File: src/rtl/core/lfc_pkg.sv
// Shared types and constants for the line framer with CRC-16.
// Used by lfc_line_step, lfc_byte_serializer and line_framer_crc16_core.
package lfc_pkg;

    localparam logic [15:0] CRC_POLY  = 16'h1021;
    localparam logic [15:0] CRC_INIT  = 16'h0000;
    localparam logic [3:0]  SYNC_NIBBLE = 4'hA;

    localparam logic [2:0]  COUNT_MIDDLE = 3'd2;
    localparam logic [2:0]  COUNT_FIRST  = 3'd3;
    localparam logic [2:0]  COUNT_LAST   = 3'd4;

    // The bytes caused by one payload word; bytes[0] goes out first.
    typedef struct packed {
        logic [3:0][7:0] bytes;
        logic [2:0]      count;
        logic            eol;
    } run_t;

    // Eight CRC steps, MSB first.
    function automatic logic [15:0] crc_feed8(input logic [15:0] crc_in,
                                              input logic [7:0]  data);
        logic [15:0] crc;
        crc = crc_in;
        for (int i = 7; i >= 0; i--) begin
            if (data[i] ^ crc[15]) begin
                crc = {crc[14:0], 1'b0} ^ CRC_POLY;
            end
            else begin
                crc = {crc[14:0], 1'b0};
            end
        end
        return crc;
    endfunction

    // Four CRC steps, MSB first.
    function automatic logic [15:0] crc_feed4(input logic [15:0] crc_in,
                                              input logic [3:0]  data);
        logic [15:0] crc;
        crc = crc_in;
        for (int i = 3; i >= 0; i--) begin
            if (data[i] ^ crc[15]) begin
                crc = {crc[14:0], 1'b0} ^ CRC_POLY;
            end
            else begin
                crc = {crc[14:0], 1'b0};
            end
        end
        return crc;
    endfunction

endpackage

File: src/rtl/core/lfc_line_step.sv
// Line state (running CRC and word position) and the byte run of one word.
// Depends on lfc_pkg.
module lfc_line_step
    import lfc_pkg::*;
#(
    parameter int LINE_WORDS = 8
)
(
    input  logic        clk,
    input  logic        rst_n,
    input  logic        accept,
    input  logic [15:0] payload_word,
    input  logic [3:0]  header_nibble,
    output run_t        run
);

    localparam int POS_W = (LINE_WORDS > 1) ? $clog2(LINE_WORDS) : 1;
    localparam logic [POS_W-1:0] POS_LAST = POS_W'(LINE_WORDS - 1);

    logic [15:0]      crc_reg;
    logic [15:0]      crc_next;
    logic [POS_W-1:0] pos_reg;
    logic [POS_W-1:0] pos_next;
    logic [15:0]      crc_start;
    logic [15:0]      crc_word;
    logic             first_word;
    logic             last_word;

    assign first_word = (pos_reg == '0);
    assign last_word  = (pos_reg == POS_LAST);

    always_comb
    begin
        crc_start = first_word ? crc_feed4(CRC_INIT, header_nibble) : crc_reg;
        crc_word  = crc_feed8(crc_feed8(crc_start, payload_word[15:8]), payload_word[7:0]);

        run = '0;
        if (first_word) begin
            run.bytes[0] = {SYNC_NIBBLE, header_nibble};
            run.bytes[1] = payload_word[15:8];
            run.bytes[2] = payload_word[7:0];
            run.count    = COUNT_FIRST;
        end
        else if (last_word) begin
            run.bytes[0] = payload_word[15:8];
            run.bytes[1] = payload_word[7:0];
            run.bytes[2] = crc_word[15:8];
            run.bytes[3] = crc_word[7:0];
            run.count    = COUNT_LAST;
            run.eol      = 1'b1;
        end
        else begin
            run.bytes[0] = payload_word[15:8];
            run.bytes[1] = payload_word[7:0];
            run.count    = COUNT_MIDDLE;
        end

        if (last_word) begin
            crc_next = CRC_INIT;
            pos_next = '0;
        end
        else begin
            crc_next = crc_word;
            pos_next = pos_reg + 1'b1;
        end
    end

    always_ff @(posedge clk or negedge rst_n)
    begin
        if (!rst_n) begin
            crc_reg <= CRC_INIT;
            pos_reg <= '0;
        end
        else if (accept) begin
            crc_reg <= crc_next;
            pos_reg <= pos_next;
        end
    end

    // The position never runs past the end of a line.
    assert property (@(posedge clk) disable iff (!rst_n) pos_reg <= POS_LAST)
        else $error("word position out of range");
    // Closing a line clears the CRC for the next one.
    assert property (@(posedge clk) disable iff (!rst_n)
        accept && last_word |=> crc_reg == CRC_INIT && pos_reg == '0)
        else $error("line state not cleared after last word");
    // The CRC is zero whenever a line is about to start.
    assert property (@(posedge clk) disable iff (!rst_n)
        first_word |-> crc_reg == CRC_INIT)
        else $error("stale CRC at start of line");

endmodule

File: src/rtl/core/lfc_byte_serializer.sv
// Holds one word's byte run and sends it out one byte per cycle while out_stall is low.
// Depends on lfc_pkg.
module lfc_byte_serializer
    import lfc_pkg::*;
(
    input  logic       clk,
    input  logic       rst_n,
    input  logic       load,
    input  run_t       run_in,
    output logic       busy_hold,
    output logic       out_valid,
    input  logic       out_stall,
    output logic [7:0] line_byte,
    output logic       last_in_run,
    output logic       end_of_line
);

    run_t       run_reg;
    logic [1:0] idx_reg;
    logic       valid_reg;
    logic       last;
    logic       fire;

    assign last        = ({1'b0, idx_reg} == (run_reg.count - 3'd1));
    assign fire        = valid_reg && !out_stall;
    assign out_valid   = valid_reg;
    assign line_byte   = run_reg.bytes[idx_reg];
    assign last_in_run = last;
    assign end_of_line = run_reg.eol && last;
    // A new run may enter once the final byte of the current one leaves.
    assign busy_hold   = valid_reg && !(fire && last);

    always_ff @(posedge clk)
    begin
        if (load) begin
            run_reg <= run_in;
        end
    end

    always_ff @(posedge clk or negedge rst_n)
    begin
        if (!rst_n) begin
            valid_reg <= 1'b0;
            idx_reg   <= '0;
        end
        else if (load) begin
            valid_reg <= 1'b1;
            idx_reg   <= '0;
        end
        else if (fire) begin
            if (last) begin
                valid_reg <= 1'b0;
            end
            else begin
                idx_reg <= idx_reg + 2'd1;
            end
        end
    end

    assert property (@(posedge clk) disable iff (!rst_n)
        valid_reg |-> run_reg.count >= COUNT_MIDDLE && run_reg.count <= COUNT_LAST)
        else $error("byte run length out of range");
    assert property (@(posedge clk) disable iff (!rst_n)
        valid_reg |-> {1'b0, idx_reg} < run_reg.count)
        else $error("byte index past end of run");
    assert property (@(posedge clk) disable iff (!rst_n)
        load |-> !busy_hold)
        else $error("run overwritten before its last byte left");
    assert property (@(posedge clk) disable iff (!rst_n)
        fire && !last && !load |=> valid_reg && idx_reg == $past(idx_reg) + 2'd1)
        else $error("byte index did not advance");

endmodule

File: src/rtl/core/line_framer_crc16_core.sv
// Top level of the line framer: payload words in, framed line bytes out.
// Depends on lfc_pkg, lfc_line_step and lfc_byte_serializer.
//
// Usage:
// The input channel (in_valid, in_stall, payload_word, header_nibble) takes one
// 16-bit payload word per transaction. header_nibble is read only on the first
// word of a line. The output channel (out_valid, out_stall, line_byte,
// last_in_run, end_of_line) carries one byte of the line per transaction, MSB
// first: the header byte 0xA0 | header before the first word, the word's high
// and low bytes, and the CRC-16 high and low bytes after the last word.
// last_in_run marks the final byte caused by a word; end_of_line marks the CRC
// low byte that closes a line.
// Latency: the first byte of a word is offered the cycle after it is accepted.
// Throughput: a word yields 2 bytes, 3 on the first word of a line and 4 on
// the last; the output port moves one byte per cycle while out_stall is low.
// The next word is accepted in the same cycle the previous word's final byte
// is taken, so the output runs without gaps.
// Reset clears the running CRC and the word position and empties the byte
// buffer. While the receiver stalls, the current byte holds and in_stall
// rises once the buffered word's bytes are not yet all delivered.
module line_framer_crc16_core
    import lfc_pkg::*;
#(
    parameter int WORDS_PER_LINE = 8
)
(
    input  logic        clk,
    input  logic        rst_n,
    input  logic        in_valid,
    output logic        in_stall,
    input  logic [15:0] payload_word,
    input  logic [3:0]  header_nibble,
    output logic        out_valid,
    input  logic        out_stall,
    output logic [7:0]  line_byte,
    output logic        last_in_run,
    output logic        end_of_line
);

    // A one-word line would need five bytes from one word; lines have at least two.
    localparam int LINE_WORDS = (WORDS_PER_LINE < 2) ? 2 : WORDS_PER_LINE;

    logic in_accept;
    logic busy_hold;
    run_t run;

    assign in_stall  = busy_hold;
    assign in_accept = in_valid && !busy_hold;

    lfc_line_step #(
        .LINE_WORDS (LINE_WORDS)
    ) u_step (
        .clk           (clk),
        .rst_n         (rst_n),
        .accept        (in_accept),
        .payload_word  (payload_word),
        .header_nibble (header_nibble),
        .run           (run)
    );

    lfc_byte_serializer u_ser (
        .clk         (clk),
        .rst_n       (rst_n),
        .load        (in_accept),
        .run_in      (run),
        .busy_hold   (busy_hold),
        .out_valid   (out_valid),
        .out_stall   (out_stall),
        .line_byte   (line_byte),
        .last_in_run (last_in_run),
        .end_of_line (end_of_line)
    );

    // An accepted word always has bytes on offer in the next cycle.
    assert property (@(posedge clk) disable iff (!rst_n) in_accept |=> out_valid)
        else $error("accepted word produced no output");
    // A line end is always the final byte of its word.
    assert property (@(posedge clk) disable iff (!rst_n)
        out_valid && end_of_line |-> last_in_run)
        else $error("end of line on a byte that is not last in its run");
    // The input is held off only while bytes are still waiting.
    assert property (@(posedge clk) disable iff (!rst_n) in_stall |-> out_valid)
        else $error("input stalled with empty output");

endmodule
File: config.mk
export PLATFORM = sky130hd
export DESIGN_NAME = line_framer_crc16_core
export DESIGN_NICKNAME = d
export VERILOG_FILES = /design/src/rtl/core/lfc_pkg.sv /design/src/rtl/core/lfc_line_step.sv /design/src/rtl/core/lfc_byte_serializer.sv /design/src/rtl/core/line_framer_crc16_core.sv
export SDC_FILE = /design/constraint.sdc
export NUM_CORES = 1
export LEC_CHECK = 0
export ABC_AREA = 1
export BUFFER_PORTS_ARGS = -buffer_cell sky130_fd_sc_hd__buf_2
export CAP_MARGIN = 20
export CORE_ASPECT_RATIO = 0.7
export CORE_UTILIZATION = 53
export DETAILED_ROUTE_END_ITERATION = 8
export HOLD_SLACK_MARGIN = 0.03
export PLACE_DENSITY = 0.76
export RECOVER_POWER = 25
export SYNTH_ARGS = -nofsm -noshare
export SYNTH_HDL_FRONTEND = slang
export SYNTH_SLANG_ARGS = --single-unit
File: constraint.sdc
create_clock -name clk -period 2.4 [get_ports clk]
set_input_delay 0.12 -clock clk [delete_from_list [all_inputs] [get_ports clk]]
set_output_delay 0.12 -clock clk [all_outputs]
set_load 0.02 [all_outputs]
==> results.txt <==
outcome - completed
clk root buf - clkbuf_8
CP required - 2500 ps
Via-to-Cell Ratio - 5.453
cts bufs inserted - 9
CP endpoint kind - flip-flop
layout cell share with drive strength beyond 1 - 29.08%
Routed Antenna Nets - 0
Flop pwr share - 20.9%
Synth Instances - 449
# rows - 24
die area - 6867 um^2
sw frac - 46.97%
GRT Util Overall - 29.01%
Post-Syn Nets - 477
area grow syn2layout - 27.49%
max_slew headroom - 6.932%
Starting Density - 55.18%
Synth top area share - 30.35%
Yosys cell types - 26
HPWL after DPL - 6924 um
ratio of final minimum period to clock period - 96.86%
Routability Congestion - 0.9184
routed len/inst - 15.86 um
Clock Power Share - 15.3%
GR met1 Demand/Resource - 41.55%
I/O Pins - 36
CP max FO - 7
Combinational Power Share - 63.8%
antenna violations before repair - 0
Slew @ Worst Pin - 1396 ps
post-synth design cell area - 3463 um^2
Post-synth ARST share - 38.60%
final setup margin - 75.47 ps
max-cap violations - 0
top area cells in the synthesized netlist - edfxtp_1 (30%), dfrtp_1 (16%), nand2_1 (15%)
worst endpoint data arrival time - 2420 ps
Largest register FFs - 35
Congestion Overflow GR - 0
Fmax - 430.2 MHz
clock-pin slew on the worst setup and hold paths - 70 ps
critical path type - reg -> reg
Int Power - 3783 uW
insertion delay to the later sink of the worst-skew pair - 340 ps
P per Cell Area - 1616 nW/um^2
fin cells - 611
flip-flop and latch area - 1602 um^2
diode count - 0
Post-synth EDFFs - 35
port buffer count - 35
vias in the first global route - 2979
most used routing layer - met2
Final #Nets - 556
most common cell after layout, fill and taps aside - nand2_1
P_sw - 3350 uW
initial drt markers - 447
post-layout util - 70.35%
filler cell count in the final layout - 468
Seq/Total Area, Yosys - 46.24%
DRC - 0
hold crit path type - in -> reg
Clock Path Buffers - 2
die height - 69.64 um
largest net degree at the start of global routing - 23
Main synth FF type - edfxtp_1
GRT met2 Usage - 44.21%
Mapped Avg Cell Area - 7.713 um^2
Core ar. - 6276 um^2
synthesized flop and latch total - 57
routed wire length - 9689 um
CTS tree - yes
RSZ-0062 raised after global routing - yes
Ys Warns - 0
Synth area leader - edfxtp_1
Max rail drop VDD - 0.0009249 V
total leakage power - 0.002193 uW
Setup Skew - 5.870 ps
H-tree Lvls - 3
first-pass GRT wire length - 14810 um
final setup fails - 0
Final Hold Vio Count - 0
commonest non-fill, non-tap cells in the layout - nand2_1 (126), nand3_1 (42), o21ai_0 (41), buf_4 (41), inv_1 (39)
TritonRoute pass-1 iters - 5
vias post-DR - 3332
clock sink total - 57
# placed instances - 579
min cycle time layout - 2325 ps
fin. max-slew vios - 0
DP Worst Slack - -84.61 ps
multi-input gate area in the final layout - 1775 um^2
die width - 98.62 um
GR Util met3 - 7.258%
Worst Setup Start Kind - flip-flop
==> power groups by stage <==
stage               sequential, uW  clock, uW  combinational (uW)
floorplan                     1470          0                2680
global placement              1490          0                3790
detailed placement            1500          0                3870
CTS                           1480       1100                3990
global route                  1510       1140                4980
finish                        1490       1090                4550
==> synth_stat cells, types with 4 or more instances <==
library cell / count
o22ai_1: 11
o21ai_1: 4
nor2_1: 30
xnor2_1: 4
inv_1: 42
xor2_1: 12
inv_2: 9
dfrtp_1: 22
ha_1: 4
edfxtp_1: 35
nand2_2: 26
nand2_1: 135
o21ai_0: 41
clkbuf_1: 5
nand3_1: 51
==> metrics by stage <==
stage / hold slack (ps) / power [uW] / TNS, ps / cell area (um^2)
2_1_floorplan: -175.6 / 4150 / -646.4 / 3471
3_3_place_gp: 139.5 / 5279 / -124.9 / 3885
3_5_place_dp: 150.9 / 5364 / -293.5 / 3885
4_1_cts: 49.41 / 6564 / 0 / 4187
5_1_grt: 52.29 / 7630 / -337.3 / 4415
6_report: 48.91 / 7134 / 0 / 4415
==> final timing paths <==
kind / depth (start not counted) / endpoint / slack, ps / startpoint
max reg2reg: 16 / u_ser.run_reg[26] / 80 / u_step.pos_reg[1]
min in group asynchronous: 2 / u_step.crc_reg[8] / 630 / rst_n
min reg2reg: 2 / u_step.crc_reg[9] / 480 / u_step.crc_reg[9]
max: 16 / u_ser.run_reg[26] / 80 / u_step.pos_reg[1]
max in group asynchronous: 2 / u_step.crc_reg[6] / 950 / rst_n
min: 3 / u_ser.out_valid / 50 / in_valid
==> routing by layer <==
| metal | vias to the layer above | wire length (um) |
|---|---|---|
| met5 | - | 0 |
| met2 | 159 | 4372 |
| li1 | 1627 | - |
| met1 | 1533 | 4237 |
| met3 | 13 | 968 |
| met4 | 0 | 111 |
==> area by class of cell <==
class / count / share of cell area, %
clock inverter: 6 / 2.409
timing repair buffer: 78 / 11.56
multi-input combinational: 330 / 40.21
inverter: 52 / 4.449
sequential: 57 / 36.27
clock buffer: 10 / 2.890
tap: 78 / 2.210
==> logic make-up after synthesis <==
family          Yosys count  share of synthesized area (%)
flops                    57                          46.24
simple gates            249                          31.58
fa+ha+maj                 4                          1.445
compound gates           61                          9.465
buf+inv                  62                          7.225
xor+xnor                 16                          4.046
==> worst max-delay path: stages (launching register included) <==
cell and delay [ps]:
dfrtp_1 400, inv_2 80, ha_4 180, inv_2 50, nor2_4 110, buf_12 120
nand2_2 90, nand2_1 90, nand2_2 70, nand2_2 150, buf_4 150, xor2_2 140
nand2_2 100, nand2_2 100, nand2_1 70, nand3_1 90, o21ai_1 70
==> timing repair <==
item / 4_1_cts / 5_1_grt
hold buffers: 1 / 0
pin swaps: 2 / 13
setup buffers: 2 / 13
hold endpoints to repair: 22 / 0
endpoints found under the setup margin: 6 / 23
gates resized for setup: 8 / 28
Power figures use the tool's default switching activity.
